### src/cprf_pkg.sv
// ----------------------------------------------------------------------------
// cprf_pkg: shared types for the segment repeat filter
// Sizes, channel payload types, status codes and float compare helpers.
// ----------------------------------------------------------------------------
package cprf_pkg;

  localparam int HIST_DEPTH = 64;
  localparam int IDX_W      = $clog2(HIST_DEPTH);
  localparam int CNT_W      = $clog2(HIST_DEPTH + 1);
  localparam int LEN_W      = 7;
  localparam int WORD_W     = 32;

  typedef logic [WORD_W-1:0] word_t;

  // one segment, two points
  typedef struct packed {
    word_t first_x;
    word_t first_y;
    word_t second_x;
    word_t second_y;
  } seg_t;

  typedef enum logic [1:0] {
    STATUS_NEW    = 2'd0,
    STATUS_REPEAT = 2'd1,
    STATUS_UNCONF = 2'd2
  } status_t;

  typedef enum logic [1:0] {
    ST_IDLE,
    ST_SEARCH,
    ST_DONE
  } ctrl_state_t;

  localparam logic OP_CHECK = 1'b0;
  localparam logic OP_CLEAR = 1'b1;

  // probe travelling down the cell chain
  typedef struct packed {
    logic vld;
    logic hit;
    seg_t seg;
  } probe_t;

  // broadcast control from the controller to every cell
  typedef struct packed {
    logic             wr_en;
    logic [IDX_W-1:0] wr_idx;
    seg_t             wr_seg;
    logic [CNT_W-1:0] vcount;
  } cell_ctl_t;

  function automatic logic is_nan(input word_t w);
    return (w[30:23] == 8'hFF) && (w[22:0] != 23'd0);
  endfunction

  // float equality: signed zeros equal, nan never equal
  function automatic logic float_eq(input word_t a, input word_t b);
    logic r;
    if (is_nan(a) || is_nan(b)) begin
      r = 1'b0;
    end else if (a == b) begin
      r = 1'b1;
    end else begin
      r = ((a | b) & 32'h7FFF_FFFF) == 32'd0;
    end
    return r;
  endfunction

  function automatic logic seg_eq(input seg_t a, input seg_t b);
    return float_eq(a.first_x, b.first_x) && float_eq(a.first_y, b.first_y) &&
           float_eq(a.second_x, b.second_x) && float_eq(a.second_y, b.second_y);
  endfunction

endpackage

### src/cprf_cell.sv
// ----------------------------------------------------------------------------
// cprf_cell: one history entry of the chain
// Holds one stored segment, compares it with the passing probe and hands the
// probe with its accumulated hit flag to the next cell.
// ----------------------------------------------------------------------------
module cprf_cell (
  input  logic                        clk,
  input  logic                        rst_n,
  input  logic [cprf_pkg::IDX_W-1:0]  idx,
  input  cprf_pkg::cell_ctl_t         ctl,
  input  cprf_pkg::probe_t            probe_in,
  output cprf_pkg::probe_t            probe_out
);
  import cprf_pkg::*;

  seg_t   entry_r;
  probe_t probe_r;
  probe_t probe_nxt;
  logic   active;
  logic   match;

  // only entries below the fill count take part
  assign active = {1'b0, idx} < ctl.vcount;
  assign match  = probe_in.vld && active && seg_eq(entry_r, probe_in.seg);

  always_comb begin
    probe_nxt     = probe_in;
    probe_nxt.hit = probe_in.hit | match;
  end

  // stored entry, written by broadcast address
  always_ff @(posedge clk) begin
    if (ctl.wr_en && (ctl.wr_idx == idx)) begin
      entry_r <= ctl.wr_seg;
    end
  end

  // probe valid
  always_ff @(posedge clk) begin
    if (!rst_n) begin
      probe_r.vld <= 1'b0;
    end else begin
      probe_r.vld <= probe_nxt.vld;
    end
  end

  // probe payload
  always_ff @(posedge clk) begin
    probe_r.hit <= probe_nxt.hit;
    probe_r.seg <= probe_nxt.seg;
  end

  assign probe_out = probe_r;

endmodule

### config.mk
export PLATFORM = sky130hd
export DESIGN_NAME = cprf_cell
export DESIGN_NICKNAME = d
export VERILOG_FILES = /design/src/cprf_pkg.sv /design/src/cprf_cell.sv
export SDC_FILE = /design/constraint.sdc
export NUM_CORES = 1
export LEC_CHECK = 0
export ABC_CLOCK_PERIOD_IN_PS = 23000
export BUFFER_PORTS_ARGS = -buffer_cell sky130_fd_sc_hd__buf_4
export CAP_MARGIN = 20
export CORE_MARGIN = 8
export CORE_UTILIZATION = 33
export CTS_BUF_LIST = sky130_fd_sc_hd__clkbuf_8
export DETAILED_ROUTE_END_ITERATION = 7
export PLACE_DENSITY = 0.63
export SYNTH_ARGS = -nofsm -noshare
export SYNTH_HDL_FRONTEND = slang
export SYNTH_SLANG_ARGS = --single-unit
export TNS_END_PERCENT = 50
### constraint.sdc
create_clock -name clk -period 23 [get_ports clk]
set_input_delay 2.3 -clock clk [delete_from_list [all_inputs] [get_ports clk]]
set_output_delay 2.3 -clock clk [all_outputs]
set_load 0.01 [all_outputs]
=== Word level (Yosys, flattened, before mapping) ===
Index checks and enable logic that the tools add are counted.

* Magnitude comparators: 1
* Equality and inequality tests: 13
* Multiplexer cells: 8
* Bitwise gates (word level): 5
* Reduce and logical (&&, ||, !) cells: 30

{| class="wikitable"
|+ Operator list
! operator !! count
|-
| 23-bit nonzero test || 8
|-
| 32-bit == test || 4
|-
| 32-bit zero test || 4
|-
| 31-bit bitwise OR || 4
|-
| 8-bit == test, second input constant || 8
|-
| 1-bit logical AND || 14
|-
| 1-bit 2-to-1 mux || 8
|-
| 6-bit by 7-bit < comparator with 1-bit output || 1
|-
| 6-bit == test || 1
|-
| 1-bit logical OR || 4
|-
| 1-bit bitwise OR || 1
|}

* Register bits after elaboration: 258
* Bits of input ports: 280
* Output and inout bits: 130

=== Longest topological paths before layout ===
* Word-level depth: 9
* Depth in mapped cells: 8

=== Worst setup path after synthesis ===
Ideal clock, no wire load.

* Kind: input-to-reg
* From: input ctl[136] in the netlist's numbering
* To: register entry_r[0] in the netlist's numbering, enable pin
* Library setup time: 928 ps
* Arrival time: 14663 ps
* Required time: 22072 ps
* Setup slack: 7409 ps
* Stages on the path: 2
* Path through: xor2_1 > nor4_1

* Longest elaborated chain between the ends: 2

{| class="wikitable"
|+ Ends and longest elaborated chain
! item !! RTL line !! text
|-
| start, declared || cprf_cell.sv:10 || <nowiki>input cprf_pkg::cell_ctl_t ctl,</nowiki>
|-
| 6-bit == test || cprf_cell.sv:33 || <nowiki>if (ctl.wr_en && (ctl.wr_idx == idx)) begin</nowiki>
|-
| 1-bit logical AND || cprf_cell.sv:33 ||
|-
| end signal, assigned || cprf_cell.sv:34 || <nowiki>entry_r <= ctl.wr_seg;</nowiki>
|-
| end, declared || cprf_cell.sv:16 || <nowiki>seg_t entry_r;</nowiki>
|}

Every way passes these cells.
A chain may end at the register's enable or synchronous reset.

=== Worst setup path after layout ===
* From: input ctl[137] in the netlist's numbering
* To: register entry_r[33] in the netlist's numbering, enable pin

The elaborated chain is that of the path after synthesis.

==> out/qor.txt <==
Status: complete, no violations
Multiplexer share of the synthesized area: 0%
List of most frequent post-synthesis cells: inv_1, dfxtp_1, ha_1, edfxtp_1, nor4_1
Syn_area_per_cell: 12.09 sq um
Core Rows: 64
Syn-to-layout area delta: 44.17%
# setup viols final: 0
Worst skew pair latency: 0.54 ns
Slowest CP cell: buf_4
RSZ-0062 raised after global routing: false
Pwr dens: 69.91 nW/um^2
Synthesized Nets: 1263
Worst slew margin: 30.25%
Most common cell in the netlist: inv_1
Worst-Margin Slew: 1.046 ns
Synth Warn #: 0
XOR/XNOR share of the synthesized area: 0.8481%
Post-Syn Instances: 854
Setup bufs post-CTS: 0
First DRT Iteration DRCs: 264
DP Wirelength: 27880 microns
Final Max Tran Viols: 0
CTS tree: built
Crit path max fanout: 79
Number of synthesized register bits: 258
CP Launch Type: primary input
Final min period: 4.612 ns
R2R Path Start: entry_r[36]$_DFFE_PP_
Worst setup margin: 18.39 ns
Pre-antenna DRT Iters: 4
Gpl congestion: 0.8395
Crit-path max cell delay: 0.88 ns
Num Clock Sinks: 258
Drt drc: 0
CP Capture Type: flip-flop
Max Root-Sink Buffers: 3
Design Area, Final: 14890 sq um
Number of enable flip-flop cells after synthesis: 128
Synth unique cells: 22
Worst hold path startpoint: entry_r[91]$_DFFE_PP_
Adder-cell share of the synthesized area: 15.63%
Detailed Route WL: 33000 microns
Hold EP: probe_out[128]$_DFF_P_
Share of cells above drive strength 1: 36.08%
Antenna violations before repair: 1
CP cell instances: buf_4, xnor2_1, nand4_1, nor4_2, buf_4
Post-route ant nets: 0
Leakage: 7.288 nW
Via count: 7630
Yosys top cell by area: edfxtp_1
Die X: 192.9 microns
Root Buffer: clkbuf_8
Num ports: 410
Dominant cells by area after synthesis: edfxtp_1, dfxtp_1, ha_1
CP Data Arrival Time: 4.77 ns
Reg2Reg Depth: 8
Total power: 0.001041 W
Setup WS pre-CTS: 17.78 ns
Total negative slack: 0 ns
Main combinational cell family by area after synthesis: adder cells
Gr ovfl total: 0
CTS clk-pin slew, worst paths: 0.06 ns
Core area: 30670 sq um
Hold-fix buffers at CTS: 0
Post-CTS sizing: 0
Largest net degree at the start of global routing: 80
Die area: 37210 sq um
Mapped Area: 10330 sq um
Sequential area share after synthesis: 62.42%
Simple-gate share of the synthesized area: 11.13%
Die height: 192.9 microns
Vias in the first global route: 8418
Reg-to-reg endpoint: probe_out[128]$_DFF_P_
Total global-route track usage: 16.83%
I/O Buffers: 409
Clock Skew: 0.01469 ns
First-pass GRT wire length: 47550 microns
Cts bufs inserted: 44
Period utilisation layout: 20.05%
Fmax: 216.8 MHz
Flop2flop setup slack: 20.73 ns
Asr flop ratio synth: 0%
Initial core utilization: 33.67%
Dominant synthesized flop cell: dfxtp_1
Critical path's top delay family: simple AND/OR/NAND/NOR gates
Final Hold Vio Count: 0
Routed wire per std cell: 18.93 microns
IR Drop Worst-Case VDD: 0.04186 mV
CP required: 23.15 ns
Max_cap viols: 0
Hold Path Class: reg -> reg
Nets: 1720
Worst Setup Path Type: in -> reg
Bufs and invs on worst path: 2
Worst hold stages: 4
ANT cells: 0
CTS H-tree lvls: 2
Share of the synthesized area in the top cell type: 37.22%
DP Area: 13910 sq um
Compound-Gate Fraction of Synth Area: 0.7754%
Via density: 4.378
CP most frequent cell: buf_4
## report_power, final
group / internal, W / switching, W
registers: 0.000497 / 0.00000476
logic: 0.0000558 / 0.0000435
clock network: 0.000257 / 0.000183
## flip-flops by register name (all words and copies together), names as in the netlist
name       cells
entry_r      128
probe_out    130
## worst min-delay path: cells and delay by family, from the launching register on
family / cells / cell delay, ns
DFF: 1 / 0.38
and+or+nand+nor: 3 / 0.34
AOI/OAI and AO/OA: 1 / 0.21
## cell usage in the layout (no fill, tap or decap), drive strengths merged
cell type	n
clkinvlp	2
clkbuf	57
and2	1
ha	129
a21oi	6
nand4	58
nor3	22
nand2	13
a21o	2
or3	1
edfxtp	128
nand2b	1
clkinv	5
inv	268
nand3	8
o21ai	5
a41o	1
nor2	8
buf	411
nor4	78
xor2	3
dfxtp	130
xnor2	7
bufinv	3
## metal layers
metal | vias up | part of all wire [%] | track usage (%) | wire (microns)
met5 | - | 0.039 | 0 | 13
met4 | 2 | 2.3 | 5.306 | 756
met3 | 55 | 8.1 | 5.132 | 2659
met2 | 245 | 50 | 29.15 | 16340
met1 | 3476 | 40 | 19.71 | 13220
li1 | 3852 | - | - | -
## worst max-delay path by stage
stage | startpoint | to | slack (ns) | depth (start not counted)
3_3_place_gp | ctl[137] | entry_r[33]$_DFFE_PP_ | 17.79 | 5
4_1_cts | ctl[137] | entry_r[49]$_DFFE_PP_ | 18.37 | 5
6_report | ctl[137] | entry_r[33]$_DFFE_PP_ | 18.39 | 5
5_1_grt | ctl[137] | entry_r[49]$_DFFE_PP_ | 18.18 | 5
3_5_place_dp | ctl[137] | entry_r[32]$_DFFE_PP_ | 17.78 | 5
2_1_floorplan | ctl[136] | entry_r[0]$_DFFE_PP_ | 7.41 | 2
## stage by stage
stage,std cells,hold slack (ns),utilization [%]
global route,1743,1.093,48.55
detailed placement,1661,0.9407,45.37
finish,1743,0.9747,48.55
floorplan,854,0.8213,-
CTS,1743,1.005,48.55
global placement,1661,0.9692,45.37
## final cells by class
cell class | count | area, sq um
fillers | 2826 | 15780
clock inverters | 25 | 190.2
flip-flops and latches | 258 | 6446
multi-input cells | 343 | 2938
repair buffers | 411 | 3085
inverters | 253 | 949.7
clock buffers | 57 | 784.5
well taps | 396 | 495.5
## kinds of logic (layout without fill, tap and decap cells)
family                   count (synthesis)  after routing
AO/OA/AOI/OAI                           14             14
buffers and inverters                  253            746
AND/OR/NAND/NOR                        190            190
flip-flops                             258            258
adder cells (fa/ha/maj)                129            129
XOR/XNOR                                10             10
Note: power is estimated with default switching activity, not from simulation.
