--- config.mk ---
export PLATFORM = sky130hd
export DESIGN_NAME = cprf_ctrl_flat
export DESIGN_NICKNAME = d
export VERILOG_FILES = /design/src/cprf_pkg.sv /design/src/cprf_if.sv /design/src/cprf_ctrl.sv /design/src/flat_wrapper.sv
export SDC_FILE = /design/constraint.sdc
export NUM_CORES = 1
export LEC_CHECK = 0
export BUFFER_PORTS_ARGS = -buffer_cell sky130_fd_sc_hd__buf_2
export CAP_MARGIN = 20
export CORE_AREA = 2 2 210 212
export CTS_CLUSTER_DIAMETER = 40
export CTS_CLUSTER_SIZE = 12
export DETAILED_ROUTE_END_ITERATION = 6
export DIE_AREA = 0 0 212 214
export PLACE_DENSITY = 0.42
export SYNTH_ARGS = -nofsm -noshare
export SYNTH_HDL_FRONTEND = slang
export SYNTH_SLANG_ARGS = --single-unit
--- constraint.sdc ---
create_clock -name clk -period 9.1 [get_ports clk]
set_input_delay 1.365 -clock clk [delete_from_list [all_inputs] [get_ports clk]]
set_output_delay 1.365 -clock clk [all_outputs]
set_load 0.02 [all_outputs]
--- src/cprf_pkg.sv ---
// ----------------------------------------------------------------------------
// cprf_pkg: shared types for the segment repeat filter
// Sizes, channel payload types, status codes and float compare helpers.
// ----------------------------------------------------------------------------
package cprf_pkg;

  localparam int HIST_DEPTH = 64;
  localparam int IDX_W      = $clog2(HIST_DEPTH);
  localparam int CNT_W      = $clog2(HIST_DEPTH + 1);
  localparam int LEN_W      = 7;
  localparam int WORD_W     = 32;

  typedef logic [WORD_W-1:0] word_t;

  // one segment, two points
  typedef struct packed {
    word_t first_x;
    word_t first_y;
    word_t second_x;
    word_t second_y;
  } seg_t;

  typedef enum logic [1:0] {
    STATUS_NEW    = 2'd0,
    STATUS_REPEAT = 2'd1,
    STATUS_UNCONF = 2'd2
  } status_t;

  typedef enum logic [1:0] {
    ST_IDLE,
    ST_SEARCH,
    ST_DONE
  } ctrl_state_t;

  localparam logic OP_CHECK = 1'b0;
  localparam logic OP_CLEAR = 1'b1;

  // probe travelling down the cell chain
  typedef struct packed {
    logic vld;
    logic hit;
    seg_t seg;
  } probe_t;

  // broadcast control from the controller to every cell
  typedef struct packed {
    logic             wr_en;
    logic [IDX_W-1:0] wr_idx;
    seg_t             wr_seg;
    logic [CNT_W-1:0] vcount;
  } cell_ctl_t;

  function automatic logic is_nan(input word_t w);
    return (w[30:23] == 8'hFF) && (w[22:0] != 23'd0);
  endfunction

  // float equality: signed zeros equal, nan never equal
  function automatic logic float_eq(input word_t a, input word_t b);
    logic r;
    if (is_nan(a) || is_nan(b)) begin
      r = 1'b0;
    end else if (a == b) begin
      r = 1'b1;
    end else begin
      r = ((a | b) & 32'h7FFF_FFFF) == 32'd0;
    end
    return r;
  endfunction

  function automatic logic seg_eq(input seg_t a, input seg_t b);
    return float_eq(a.first_x, b.first_x) && float_eq(a.first_y, b.first_y) &&
           float_eq(a.second_x, b.second_x) && float_eq(a.second_y, b.second_y);
  endfunction

endpackage

--- src/cprf_if.sv ---
// ----------------------------------------------------------------------------
// cprf_if: channel interfaces of the segment repeat filter
// Segment request channel, status result channel and length config channel.
// ----------------------------------------------------------------------------
interface cprf_in_if;
  import cprf_pkg::*;
  logic  valid;
  logic  ready;
  logic  operation;
  word_t first_x;
  word_t first_y;
  word_t second_x;
  word_t second_y;
  modport source(output valid, operation, first_x, first_y, second_x, second_y,
                 input ready);
  modport sink(input valid, operation, first_x, first_y, second_x, second_y,
               output ready);
endinterface

interface cprf_out_if;
  logic       valid;
  logic       ready;
  logic [1:0] status;
  modport source(output valid, status, input ready);
  modport sink(input valid, status, output ready);
endinterface


--- src/cprf_ctrl.sv ---
// ----------------------------------------------------------------------------
// cprf_ctrl: request sequencer of the segment repeat filter
// Accepts a request, launches a probe into the cell chain, records the
// segment when the probe leaves the chain without a hit and drives results.
// ----------------------------------------------------------------------------
module cprf_ctrl (
  input  logic                        clk,
  input  logic                        rst_n,
  cprf_in_if.sink                     in_chan,
  cprf_out_if.source                  out_chan,
  input  logic [cprf_pkg::LEN_W-1:0]  history_length,
  input  cprf_pkg::probe_t            tail,
  output cprf_pkg::probe_t            head,
  output cprf_pkg::cell_ctl_t         ctl
);
  import cprf_pkg::*;

  ctrl_state_t      state_r, state_nxt;
  logic [CNT_W-1:0] vc_r, vc_nxt;
  logic [IDX_W-1:0] wp_r, wp_nxt;
  probe_t           head_r, head_nxt;
  status_t          status_r, status_nxt;
  logic             out_valid_r, out_valid_nxt;
  status_t          out_status_r, out_status_nxt;

  logic [CNT_W-1:0] len;
  logic [CNT_W-1:0] vc_eff;
  logic [IDX_W-1:0] wp_eff;
  logic [CNT_W-1:0] wp_inc;
  logic             in_ready_c;
  logic             wr_en_c;

  // effective length, capped at the depth
  assign len = (history_length > LEN_W'(HIST_DEPTH)) ? CNT_W'(HIST_DEPTH)
                                                     : CNT_W'(history_length);

  // clear request and length trimming
  always_comb begin
    if (in_chan.operation == OP_CLEAR) begin
      vc_eff = '0;
      wp_eff = '0;
    end else begin
      vc_eff = (vc_r > len) ? len : vc_r;
      wp_eff = ({1'b0, wp_r} >= len) ? '0 : wp_r;
    end
  end

  assign wp_inc = {1'b0, wp_r} + CNT_W'(1);

  // next state and outputs
  always_comb begin
    state_nxt      = state_r;
    vc_nxt         = vc_r;
    wp_nxt         = wp_r;
    head_nxt       = head_r;
    head_nxt.vld   = 1'b0;
    status_nxt     = status_r;
    out_valid_nxt  = out_valid_r && !out_chan.ready;
    out_status_nxt = out_status_r;
    in_ready_c     = 1'b0;
    wr_en_c        = 1'b0;
    unique case (state_r)
      ST_IDLE: begin
        in_ready_c = 1'b1;
        if (in_chan.valid) begin
          vc_nxt = vc_eff;
          wp_nxt = wp_eff;
          if (len == '0) begin
            status_nxt = STATUS_UNCONF;
            state_nxt  = ST_DONE;
          end else begin
            head_nxt.vld = 1'b1;
            head_nxt.hit = 1'b0;
            head_nxt.seg = '{first_x:  in_chan.first_x,
                             first_y:  in_chan.first_y,
                             second_x: in_chan.second_x,
                             second_y: in_chan.second_y};
            state_nxt    = ST_SEARCH;
          end
        end
      end
      ST_SEARCH: begin
        if (tail.vld) begin
          state_nxt = ST_DONE;
          if (tail.hit) begin
            status_nxt = STATUS_REPEAT;
          end else begin
            status_nxt = STATUS_NEW;
            wr_en_c    = 1'b1;
            wp_nxt     = (wp_inc >= len) ? '0 : wp_inc[IDX_W-1:0];
            if (vc_r < len) begin
              vc_nxt = vc_r + CNT_W'(1);
            end
          end
        end
      end
      ST_DONE: begin
        if (!out_valid_r || out_chan.ready) begin
          out_valid_nxt  = 1'b1;
          out_status_nxt = status_r;
          state_nxt      = ST_IDLE;
        end
      end
      default: begin
        state_nxt = ST_IDLE;
      end
    endcase
  end

  // control registers
  always_ff @(posedge clk) begin
    if (!rst_n) begin
      state_r     <= ST_IDLE;
      vc_r        <= '0;
      wp_r        <= '0;
      head_r.vld  <= 1'b0;
      out_valid_r <= 1'b0;
    end else begin
      state_r     <= state_nxt;
      vc_r        <= vc_nxt;
      wp_r        <= wp_nxt;
      head_r.vld  <= head_nxt.vld;
      out_valid_r <= out_valid_nxt;
    end
  end

  // payload registers
  always_ff @(posedge clk) begin
    head_r.hit   <= head_nxt.hit;
    head_r.seg   <= head_nxt.seg;
    status_r     <= status_nxt;
    out_status_r <= out_status_nxt;
  end

  // broadcast to the cells
  assign ctl.wr_en  = wr_en_c;
  assign ctl.wr_idx = wp_r;
  assign ctl.wr_seg = tail.seg;
  assign ctl.vcount = vc_r;

  assign head            = head_r;
  assign in_chan.ready   = in_ready_c;
  assign out_chan.valid  = out_valid_r;
  assign out_chan.status = out_status_r;

endmodule

--- src/flat_wrapper.sv ---
// flat-port wrapper written by rule: the top's interface ports become plain ports
module cprf_ctrl_flat import cprf_pkg::*;
  (clk, rst_n, history_length, tail, head, ctl, in_chan_valid, in_chan_operation, in_chan_first_x, in_chan_first_y, in_chan_second_x, in_chan_second_y, in_chan_ready, out_chan_valid, out_chan_status, out_chan_ready);
  cprf_in_if in_chan_i ();
  cprf_out_if out_chan_i ();
  input  logic clk;
  input  logic rst_n;
  input  logic [cprf_pkg::LEN_W-1:0] history_length;
  input  cprf_pkg::probe_t tail;
  output cprf_pkg::probe_t head;
  output cprf_pkg::cell_ctl_t ctl;
  input wire logic [$bits(in_chan_i.valid)-1:0] in_chan_valid;
  input wire logic [$bits(in_chan_i.operation)-1:0] in_chan_operation;
  input wire logic [$bits(in_chan_i.first_x)-1:0] in_chan_first_x;
  input wire logic [$bits(in_chan_i.first_y)-1:0] in_chan_first_y;
  input wire logic [$bits(in_chan_i.second_x)-1:0] in_chan_second_x;
  input wire logic [$bits(in_chan_i.second_y)-1:0] in_chan_second_y;
  output wire logic [$bits(in_chan_i.ready)-1:0] in_chan_ready;
  output wire logic [$bits(out_chan_i.valid)-1:0] out_chan_valid;
  output wire logic [$bits(out_chan_i.status)-1:0] out_chan_status;
  input wire logic [$bits(out_chan_i.ready)-1:0] out_chan_ready;
  assign in_chan_i.valid = in_chan_valid;
  assign in_chan_i.operation = in_chan_operation;
  assign in_chan_i.first_x = in_chan_first_x;
  assign in_chan_i.first_y = in_chan_first_y;
  assign in_chan_i.second_x = in_chan_second_x;
  assign in_chan_i.second_y = in_chan_second_y;
  assign in_chan_ready = in_chan_i.ready;
  assign out_chan_valid = out_chan_i.valid;
  assign out_chan_status = out_chan_i.status;
  assign out_chan_i.ready = out_chan_ready;
  cprf_ctrl u_core (.clk(clk), .rst_n(rst_n), .in_chan(in_chan_i), .out_chan(out_chan_i), .history_length(history_length), .tail(tail), .head(head), .ctl(ctl));
endmodule
-- After elaboration in Yosys (flattened, before gate mapping)
Index checks and enable logic that the tools add are counted.
- register bits after elaboration: 149
- bits of input ports: 270
- output and inout bits: 276
- word-level logic and storage cells: 75
- $add $sub $neg: 2
- magnitude comparators: 5
- equal/unequal tests: 10
- muxes and demuxes: 32
- bitwise logic cells: 1
- reductions and logical operators: 14
- operators with widths (cell ; count):
    $mux W130 ; 1
    $mux W7 ; 7
    $mux W6 ; 6
    $mux W2 ; 7
    $pmux W7 S2 ; 1
    $pmux W6 S2 ; 1
    $reduce_and A3 Y1 ; 3
    $add A6 B1 Y7 const B ; 1
    $add A7 B1 Y7 const B ; 1
    $ge A6 B7 Y1 ; 1
    $ge A7 B7 Y1 ; 1
    $gt A7 B7 Y1 ; 1
    $gt A7 B7 Y1 const B ; 1
    $logic_not A7 Y1 ; 1
    $lt A7 B7 Y1 ; 1
    $mux W1 ; 7
    $ne A2 B1 Y1 const B ; 3
    $ne A2 B2 Y1 const B ; 3
    $ne A3 B2 Y1 const B ; 2
    $pmux W2 S3 ; 1
    $reduce_and A6 Y1 ; 1
    $reduce_and A5 Y1 ; 1
    $pmux W2 S2 ; 1
    $reduce_and A4 Y1 ; 1
    other kinds (9) ; 10

-- Depth between registers and ports, before layout
Gate-level depths: netlist of run 1.
- word-level depth: 7
- depth in mapped cells: 10
- gate-level depth less buffers: 9

-- Least setup slack after synthesis of run 1
No wires, ideal clock.
- kind: input port to flip-flop
- start point: input history_length[1] (netlist name)
- end point: register u_core.head_r, in the netlist u_core.head[0] (enable)
- library setup time: 619 ps
- arrival time: 6869 ps
- required time: 8481 ps
- slack: 1612 ps
- stages: 3
- path buffers: 0
- cell sequence: or4_1 > nor4_1 > nor2_1
- cells in the longest elaborated chain, start to end: 5
- RTL lines (what ; line ; RTL):
    start, declared ; flat_wrapper.sv:8 ; input logic [cprf_pkg::LEN_W-1:0] history_length;
    $gt A7 B7 Y1 ; cprf_ctrl.sv:34 ; assign len = (history_length > LEN_W'(HIST_DEPTH)) ? CNT_W'(HIST_DEPTH)
    $mux W7 * ; cprf_ctrl.sv:34 ;
    $logic_not A7 Y1 * ; cprf_ctrl.sv:68 ; if (len == '0) begin
    $not A1 Y1 (no line) * ; n/a ;
    $reduce_and A3 Y1 (no line) * ; n/a ;
    end, declared ; cprf_ctrl.sv:21 ; probe_t head_r, head_nxt;
Mark *: on every way between the ends. The rest lies on a longest branch, timed or not.
A chain may end at the register's enable or synchronous reset.

==> flow_metrics.tcl, run 1 <==
set metrics [dict create \
    status "completed" \
    ys_top_cells_by_area "edfxtp_1 62%, buf_4 15%, dfxtp_1 5.3%" \
    yosys.area.top_type "edfxtp_1" \
    worst-path-max-fanout 13 \
    remaining_drc_errors 0 \
    pwr-share-clk_pct 41.4 \
    powerDensity_mw_per_mm2 212 \
    die_y_um 214 \
    antenna_found_initial 3 \
    combPwrFrac_pct 11.9 \
    switching_share_pct 26.8 \
    drt_iter0_markers 259 \
    io-pin-count 546 \
    clock_sinks 149 \
    post-cts-setup-buffers 0 \
    io_buffer_count 288 \
    cts_resized 0 \
    gr-total-overflow 0 \
    hp-class "register to register" \
    syn_area_per_cell_sq_um 14.4 \
    vias 4083 \
    rows 76 \
    setup_tns_ns 0 \
    clk_pin_slew_ns 0.07 \
    grt_pass1_vias 4153 \
    synth.yosys.warnings 0 \
    worstMarginPinSlew_ns 1.01 \
    rsz0062_at_grt "no" \
    finalMaxSlewViolations 0 \
    async_reset_ff_share_pct 0 \
    period_needed_ns 3.80 \
    relSlewSlack_pct 32.8 \
    path_class "register to primary output" \
    area_growth_pct 27.9 \
    max_freq_mhz 263 \
    dp_hpwl_mm 16.3 \
    core-area_sq_mm 0.0429 \
    start_util_pct 15.0 \
    antenna_left 0 \
    critPathArrivalTime_ns 2.43 \
    viasPerCell 3.34 \
    setup_viol 0 \
    cts_buffers 17 \
    synthDistinctLibCells 46 \
    p_switching_uw 468 \
    start_kind "register" \
    critPathCaptureType "primary output" \
    dieWidth_um 212 \
    vdd_drop_max_mv 0.0958 \
    dr.pass1.iters 4 \
    grtUsageTotal_pct 8.95 \
    crit_required_ns 7.74 \
    seq_area_frac_synth_pct 66.8 \
    syn_area_sq_mm 0.00644 \
    cts_hold_buf 0 \
    cts-root-buf "clkbuf_16" \
    grt_pass1_wl_mm 28.3 \
    finalClockSkew_ns 0.00638 \
    htree_levels 4 \
    layout-drive-gt1-share_pct 51.8 \
    synth_edf_count 132 \
    p_seq_share_pct 46.7 \
    synthCells 448 \
    fin_crit_sh_pct 41.7 \
    cts_tree "done" \
    routabilityCongestion 0.736 \
    maxCapViolCount 0 \
    p_leak_nw 3.32 \
    synth_fp_nets 740 \
    clock_latency_ns 0.46 \
    power.total_mw 1.75 \
    synth_top_area_share_pct 61.5 \
    ys.flop_type "edfxtp_1" \
    ys_seq_elements 149 \
    hold_viol 0 \
    grt_max_degree 77 \
    final_nets 914 \
    cts_buffer_depth 2 \
    routed_wl_mm 20.6 \
    dieArea_sq_mm 0.0454 \
    detail_route.wl_per_cell_um 16.9 \
    p_int_mw 1.28 \
]
[synth_stat cells (2+ instances only)]
master    count
a21oi_1      12
a31oi_1       4
and2_1        2
and3_1        3
buf_4       130
clkbuf_1      4
dfxtp_1      17
edfxtp_1    132
ha_1         22
inv_1         4
inv_2         2
nand2_1      17
nand2b_1      6
nand3_1      19
nand3b_1      2
nand4_1       5
nor2_1       13
nor2b_1       4
nor3_1        2
o211ai_1      3
o21a_1        6
o21ai_0       7
o21bai_1      2
xnor2_1       5
xor2_1        4
[path summary, 6_finish.rpt]
| kind | from | end | slack (ns) | cells past startpoint |
|---|---|---|---|---|
| setup / recovery | u_core.state_r[0]$_SDFFE_PN0P_ | ctl[141] | 5.30 | 4 |
| hold / removal | u_core.status_r[0]$_SDFFCE_PN0P_ | u_core.out_chan.status[0]$_DFFE_PP_ | 0.44 | 0 |
| setup reg to reg | u_core.wp_r[2]$_SDFFE_PN0P_ | u_core.wp_r[2]$_SDFFE_PN0P_ | 6.24 | 8 |
| hold reg to reg | u_core.status_r[0]$_SDFFCE_PN0P_ | u_core.out_chan.status[0]$_DFFE_PP_ | 0.44 | 0 |
[state kept, by name, summed over array words and instances, names as in the netlist]
signal / flops
u_core.wp_r: 6
u_core.vc_r: 7
u_core.state_r: 2
u_core.out_chan.status: 2
u_core.out_chan.valid: 1
u_core.head: 129
u_core.status_r: 2
[per-layer routing]
layer / part of all wire [%] / routed length [um] / track usage, %
met1: 35 / 7230 / 8.49
met2: 47 / 9740 / 14.8
met4: 4.6 / 956 / 6.08
met3: 13 / 2640 / 4.90
met5: 0.063 / 13 / 0
[worst max-delay path, stage by stage (launching register included)]
cell	delay (ns)
dfxtp_1	0.42
and2b_1	0.43
inv_2	0.25
nor3b_1	0.55
buf_2	0.32
[power by group through the flow]
stage,logic (mW),clock network [mW],registers [mW]
after floorplan,0.141,0,0.892
after global placement,0.213,0,0.833
after detailed placement,0.213,0,0.833
after CTS,0.213,0.760,0.818
after global routing,0.228,0.783,0.822
final,0.208,0.723,0.817
[per-stage QoR]
stage	area, sq um	setup slack [ns]	hold slack (ns)	cells	utilization [%]
floorplan	6440	1.61	0.400	448	-
global placement	7640	5.07	0.425	1188	17.8
detailed placement	7640	5.06	0.427	1188	17.8
CTS	8240	5.04	0.443	1220	19.2
global route	8240	5.04	0.448	1220	19.2
finish	8240	5.30	0.435	1221	19.2
[layout by cell type, fill, tap and decap left out, drive strengths merged, types with 3 or more instances in the layout]
cell type and n:
and3 3, nor2b 4, a21oi 12, clkinv 3, clkinvlp 3, clkbuf 17
ha 22, xor2 4, a31oi 4, edfxtp 132, nand4 5, o21ai 8
dfxtp 17, nor2 13, nand3 19, nand2b 6, o211ai 3, nand2 17
xnor2 5, o21a 6, buf 290, inv 13
[cells by family (layout without fill, tap and decap cells)]
logic type,count (synthesis),after routing,synth area share (%)
AOI/OAI and AO/OA,46,46,5.36
xor gates and xnor gates,9,9,1.22
adders and majority gates,22,22,4.27
buffers and inverters,141,328,15.9
DFF,149,149,66.8
muxes,1,1,0.155
other,1,2,0.0582
and+or+nand+nor,79,79,6.23
[final cells by class]
type | instances | area, sq um
fill | 4681 | 34600
tap | 585 | 732
timing repair buffer | 290 | 1460
inverter | 6 | 22.5
clock inverter | 15 | 169
antenna | 1 | 2.50
sequential | 149 | 4300
clock buffer | 17 | 425
multi-input combinational | 158 | 1130
Power figures use the tool's default switching activity.
==> run 2: changes to the inputs <==
--- a/config.mk
+++ b/config.mk
@@ -5,14 +5,15 @@
 export SDC_FILE = /design/constraint.sdc
 export NUM_CORES = 1
 export LEC_CHECK = 0
+export ABC_AREA = 1
 export BUFFER_PORTS_ARGS = -buffer_cell sky130_fd_sc_hd__buf_2
 export CAP_MARGIN = 20
-export CORE_AREA = 2 2 210 212
+export CORE_AREA = 2 2 211 213
 export CTS_CLUSTER_DIAMETER = 40
 export CTS_CLUSTER_SIZE = 12
 export DETAILED_ROUTE_END_ITERATION = 6
-export DIE_AREA = 0 0 212 214
-export PLACE_DENSITY = 0.42
+export DIE_AREA = 0 0 213 215
+export PLACE_DENSITY = 0.44
 export SYNTH_ARGS = -nofsm -noshare
 export SYNTH_HDL_FRONTEND = slang
 export SYNTH_SLANG_ARGS = --single-unit
==> constraint.sdc (replaced) <==
create_clock -name clk -period 3.4 [get_ports clk]
set_input_delay 0.51 -clock clk [delete_from_list [all_inputs] [get_ports clk]]
set_output_delay 0.51 -clock clk [all_outputs]
set_load 0.02 [all_outputs]
==> run 2 against run 1 <==
  * Wire length increased by 12%
  * Global-route usage increased by 0.79 points
  * Synthesized area increased by 1.9%
  * Worst hold slack got worse by 0.21 ns
  * Worst setup slack got worse by 4.1 ns
  * Combinational power increased to 3.8 times the previous value
  * Via count increased by 7.5%
  * Register-to-register slack got worse by 4.9 ns
  * Die area increased by 0.94%
  * Design area increased by 1.9%
  * Sequential cell count unchanged
==> flow_metrics.tcl, run 2 <==
set metrics [dict create \
    worst-path-max-fanout 10 \
    maxCapViolCount 0 \
    drt_iter0_markers 190 \
    synth_edf_count 132 \
    post-cts-setup-buffers 0 \
    dieWidth_um 213 \
    synth_xor_xnor_area_share_pct 0.400 \
    finalMaxSlewViolations 0 \
    final_nets 992 \
    gr-total-overflow 0 \
    detail_route.wl_per_cell_um 17.7 \
    fin_util_pct 19.2 \
    ys.flop_type "edfxtp_1" \
    start_kind "register" \
    vias 4389 \
    dp_hpwl_mm 19.0 \
    setup_viol 0 \
    cts_buffers 17 \
    rr_startpoint "u_core.wp_r[0]$_SDFFE_PN0P_" \
    fin_crit_sh_pct 65.3 \
    r2r_slack_ns 1.30 \
    crit_path_start "u_core.state_r[0]$_SDFFE_PN0P_" \
    htree_levels 4 \
    cts_hold_buf 0 \
    power.total_mw 4.92 \
    final_cell_mix "288 x buf_2, 132 x edfxtp_1, 63 x nand2_1, 41 x nor2_1, 34 x inv_1" \
    synth_fp_nets 817 \
    rsz0062_at_grt "no" \
    io-pin-count 546 \
    start_util_pct 15.0 \
    cp_common_cell "inv_2" \
    path_class "register to primary output" \
    routed_wl_mm 23.1 \
    core-area_sq_mm 0.0436 \
    synth_top_area_share_pct 60.4 \
    synth_compound_area_share_pct 2.48 \
    cts_tree "done" \
    dr.pass1.iters 4 \
    syn_area_sq_mm 0.00657 \
    r2r-end "u_core.wp_r[1]$_SDFFE_PN0P_" \
    relSlewSlack_pct 57.8 \
    routabilityCongestion 0.766 \
    viasPerCell 3.36 \
    seqCellArea_sq_mm 0.00431 \
    multiInputGateArea_sq_mm 0.00113 \
    worstMarginPinSlew_ns 0.634 \
    crit_path_cell_trace "inv_2 -> nor2_4 -> inv_2 -> nor3_1 -> buf_2" \
    die_y_um 215 \
    placed_area_sq_mm 0.00780 \
    layout-drive-gt1-share_pct 47.8 \
    crit_required_ns 2.89 \
    synthCells 525 \
    async_reset_ff_share_pct 0 \
    period_needed_ns 2.22 \
    area_growth_pct 27.9 \
    hp-class "input pin to register" \
    ys_top_cells_by_area "edfxtp_1 60%, buf_4 15%, dfxtp_1 5.2%" \
    hold_viol 0 \
    io_buffer_count 288 \
    vdd_drop_max_mv 0.271 \
    cts_resized 0 \
    synth-simple-area-share_pct 9.58 \
    stdcell_area_sq_mm 0.00840 \
    min_from "in_chan_second_x[30]" \
    synth.yosys.warnings 0 \
    seq_area_frac_synth_pct 65.5 \
    grtUsageTotal_pct 9.74 \
    yosys.area.top_type "edfxtp_1" \
    dieArea_sq_mm 0.0458 \
    grt_pass1_vias 4303 \
    critPathArrivalTime_ns 1.71 \
    crit_slowest_cell "dfxtp_2" \
    synthDistinctLibCells 28 \
    cts-root-buf "clkbuf_16" \
    ys_seq_elements 149 \
    syn_area_per_cell_sq_um 12.5 \
    synth_common_cells "132 x edfxtp_1, 131 x buf_4, 63 x nand2_1" \
    powerDensity_mw_per_mm2 586 \
    synthAdderAreaFrac_pct 4.19 \
    largest_reg_flops 129 \
    synth_mux_area_share_pct 0 \
    max_freq_mhz 451 \
    synth_top_family_by_area "buffers and inverters" \
    p_leak_nw 3.56 \
    antenna_found_initial 3 \
    rows 77 \
    worst-r2r-cell-count 12 \
    yosysMostFrequentCell "edfxtp_1" \
    cp_slowest_stage_delay_ns 0.39 \
    clock_latency_ns 0.45 \
    finalClockSkew_ns 0.0265 \
    final_common_cell "buf_2" \
    status "completed" \
    clock_sinks 149 \
    cts_buffer_depth 2 \
    crit_path_end "ctl[141]" \
    grt_pass1_wl_mm 30.6 \
    grt_max_degree 68 \
    antenna_left 0 \
    finalNonFillerCells 1307 \
    clk_pin_slew_ns 0.07 \
    fillers 4816 \
    dp.cells 1273 \
    critPathCaptureType "primary output" \
    remaining_drc_errors 0 \
]
-- run 2: cell count changes after synthesis, sizes merged, moves of 5 or more --
cell,delta
nand2b,-6
nand2,+47
nor2,+35
inv,+33
o21a,-5
a21oi,+9
-- run 2: stage by stage --
step                TNS, ns  worst slack, ns  hold slack, ns
floorplan            -95.34           -0.761           0.400
global placement          0            0.889           0.407
detailed placement        0            0.832           0.409
CTS                       0             1.07           0.196
global route              0            0.987           0.200
finish                    0             1.18           0.229
-- run 2: logic make-up after synthesis --
family / Yosys count
buffers and inverters: 174
flip-flops: 149
AND/OR/NAND/NOR: 146
AO/OA/AOI/OAI: 30
adder cells (fa/ha/maj): 22
XOR/XNOR: 3
other: 1
-- run 2: final cells by class --
type	instances	share of cell area, %
flip-flops and latches	149	51.3
clock buffers	17	5.07
well taps	592	8.82
clock inverters	15	1.94
repair buffers	291	17.6
diodes	2	0.0596
inverters	39	1.74
multi-input cells	202	13.5
-- run 2: worst max-delay path: cells and delay by family, from the launching register on --
family / cells / cell delay, ns
and+or+nand+nor: 2 / 0.44
buffers and inverters: 3 / 0.45
DFF: 1 / 0.39
-- run 2: worst min-delay path by stage --
stage,end,slack [ns],cells past startpoint
after global placement,u_core.out_chan.status[0]$_DFFE_PP_,0.41,0
final,u_core.head[62]$_DFFE_PP_,0.23,1
after global routing,u_core.head[12]$_DFFE_PP_,0.20,1
after CTS,u_core.head[62]$_DFFE_PP_,0.20,1
after detailed placement,u_core.out_chan.status[1]$_DFFE_PP_,0.41,0
after floorplan,u_core.out_chan.status[0]$_DFFE_PP_,0.40,0
-- run 2: power breakdown --
part / internal, mW / switching [mW] / total [mW]
Sequential: 2.16 / 0.0788 / 2.24
Clock: 1.04 / 0.863 / 1.90
Combinational: 0.263 / 0.520 / 0.782
Total: 3.46 / 1.46 / 4.92
-- run 2: layer usage --
metal	vias up	share of wire [%]	wire [um]	global-route usage, %
met5	-	0	0	0
met1	1988	30	6940	8.07
met4	0	4.1	948	4.99
met3	78	14	3120	5.49
met2	321	52	12100	18.1
li1	2002	-	-	-
==> run 3: changes to the inputs <==
--- a/config.mk
+++ b/config.mk
@@ -8,12 +8,12 @@
 export ABC_AREA = 1
 export BUFFER_PORTS_ARGS = -buffer_cell sky130_fd_sc_hd__buf_2
 export CAP_MARGIN = 20
-export CORE_AREA = 2 2 211 213
+export CORE_AREA = 2 2 212 214
 export CTS_CLUSTER_DIAMETER = 40
 export CTS_CLUSTER_SIZE = 12
 export DETAILED_ROUTE_END_ITERATION = 6
-export DIE_AREA = 0 0 213 215
-export PLACE_DENSITY = 0.44
+export DIE_AREA = 0 0 214 216
+export PLACE_DENSITY = 0.42
 export SYNTH_ARGS = -nofsm -noshare
 export SYNTH_HDL_FRONTEND = slang
 export SYNTH_SLANG_ARGS = --single-unit
==> constraint.sdc (replaced) <==
create_clock -name clk -period 2.3 [get_ports clk]
set_input_delay 0.345 -clock clk [delete_from_list [all_inputs] [get_ports clk]]
set_output_delay 0.345 -clock clk [all_outputs]
set_load 0.02 [all_outputs]
==> run 3 against run 2 <==
  * Sequential share of layout area fell by 0.78 points
  * Global-route usage rose by 0.84 points
  * Combinational power rose by 56%
  * Register-to-register slack got worse by 0.99 ns
  * Non-clock buffer count rose by 13
  * Final cell count rose by 0.92%
  * Largest power group unchanged
==> flow_metrics.tcl, run 3 (synthesized netlist as in run 2, its figures left out) <==
set metrics [dict create \
    io-pin-count 546 \
    worst-r2r-cell-count 12 \
    max_freq_mhz 491 \
    gr-total-overflow 0 \
    fillers 4803 \
    dieArea_sq_mm 0.0462 \
    area_growth_pct 29.8 \
    status "completed" \
    cts_tree "done" \
    p_seq_share_pct 44.1 \
    switching_share_pct 29.4 \
    cts_hold_buf 1 \
    final_common_cell "buf_2" \
    dp.cells 1285 \
    powerDensity_mw_per_mm2 876 \
    placed_area_sq_mm 0.00790 \
    crit_slowest_cell "dfxtp_2" \
    cp_slowest_stage_delay_ns 0.40 \
    grt_pass1_wl_mm 33.4 \
    finalMaxSlewViolations 0 \
    p_leak_nw 3.64 \
    critPathArrivalTime_ns 1.69 \
    cts_buffers 17 \
    rows 77 \
    viasPerCell 3.43 \
    fin_crit_sh_pct 88.6 \
    routed_wl_mm 24.5 \
    stdcell_area_sq_mm 0.00852 \
    cp_top_family "buffers and inverters" \
    die_y_um 216 \
    post-cts-setup-buffers 0 \
    start_kind "register" \
    cts_buffer_depth 2 \
    cts_resized 0 \
    setup_slack_ns 0.262 \
    pwr-share-clk_pct 39.5 \
    critPathCaptureType "primary output" \
    rsz0062_at_grt "no" \
    path_class "register to primary output" \
    final_nets 1005 \
    start_util_pct 15.0 \
    htree_levels 4 \
    grt_pass1_vias 4507 \
    dp_hpwl_mm 20.3 \
    final_cell_mix "288 x buf_2, 132 x edfxtp_1, 63 x nand2_1, 44 x nor2_1, 34 x inv_1" \
    cp_num_buf_inv 3 \
    setup_viol 0 \
    routabilityCongestion 0.805 \
    p_int_mw 5.27 \
    vdd_drop_max_mv 0.422 \
    finalNonFillerCells 1319 \
    p_switching_mw 2.19 \
    antenna_left 0 \
    hold_slack_ns 0.0603 \
    maxCapViolCount 0 \
    clock_latency_ns 0.45 \
    dr.pass1.iters 4 \
    remaining_drc_errors 0 \
    grtUsageTotal_pct 10.6 \
    detail_route.wl_per_cell_um 18.5 \
    grt_max_degree 42 \
    cp_common_cell "inv_2" \
    layout-drive-gt1-share_pct 48.1 \
    vias 4524 \
    pre_cts_slack_ns 0.163 \
    finalClockSkew_ns 0.00692 \
    hold_viol 0 \
    drt_iter0_markers 274 \
    min_delay_path_depth 1 \
    hp-class "input pin to register" \
    crit_cells 5 \
    period_needed_ns 2.04 \
    io_buffer_count 288 \
    worst-path-max-fanout 10 \
    crit_path_cell_trace "inv_2 -> nor2_4 -> inv_2 -> nor3_1 -> buf_2" \
    antenna_found_initial 7 \
    largest_reg_flops 129 \
    clk_pin_slew_ns 0.07 \
    clock_sinks 149 \
    dieWidth_um 214 \
    crit_required_ns 1.96 \
    core-area_sq_mm 0.0438 \
    combPwrFrac_pct 16.3 \
    cts-root-buf "clkbuf_16" \
]
==> run 3: cell type report <==
cell class,instances,area (sq um),area share (%)
Antenna cell,1,2.50,0.0294
Sequential cell,149,4310,50.5
Multi-Input combinational cell,202,1120,13.1
Clock inverter,15,186,2.19
Tap cell,592,741,8.69
Inverter,39,146,1.72
Clock buffer,17,425,4.99
Timing Repair Buffer,304,1600,18.8
==> run 3: path summary, 6_finish.rpt <==
kind                                          from                                  end  slack [ns]
hold reg to reg   u_core.status_r[0]$_SDFFCE_PN0P_  u_core.out_chan.status[0]$_DFFE_PP_        0.42
setup / recovery    u_core.state_r[0]$_SDFFE_PN0P_                             ctl[141]        0.26
hold / removal                in_chan_second_x[14]            u_core.head[46]$_DFFE_PP_        0.06
setup reg to reg       u_core.wp_r[1]$_SDFFE_PN0P_          u_core.wp_r[0]$_SDFFE_PN0P_        0.31
==> run 3: metrics by stage <==
stage	util, %	TNS, ns	total power, mW
after detailed placement	18.0	0	4.61
after global routing	19.4	0	7.88
final	19.4	0	7.47
after CTS	19.4	0	7.66
after global placement	18.0	0	4.60
after floorplan	-	-238.31	4.39
==> run 3: metal layers <==
metal | global-route usage, % | vias up | routed length (um)
met5 | 0 | - | 0
met4 | 6.74 | 0 | 1110
met3 | 5.71 | 97 | 2940
met2 | 19.1 | 331 | 12900
met1 | 9.04 | 2068 | 7510
li1 | - | 2028 | -
==> run 3: power by group through the flow <==
| stage | clock network [mW] | registers (mW) | logic [mW] |
|---|---|---|---|
| 3_5_place_dp | 0 | 3.36 | 1.25 |
| 2_1_floorplan | 0 | 3.62 | 0.769 |
| 3_3_place_gp | 0 | 3.36 | 1.24 |
| 6_report | 2.95 | 3.30 | 1.22 |
| 5_1_grt | 3.20 | 3.32 | 1.37 |
| 4_1_cts | 3.11 | 3.30 | 1.25 |
==> run 3: worst register-to-register path, cell delays in order (launching register included) <==
cell and delay (ns):
dfxtp_1 0.39, ha_1 0.21, nand3_1 0.12, xor2_1 0.15, inv_1 0.08, ha_1 0.30
nand2_1 0.05, nor2_1 0.10, nand2_1 0.16, nand3_1 0.14, nand3_1 0.08, nand2_1 0.08
nor2_1 0.04
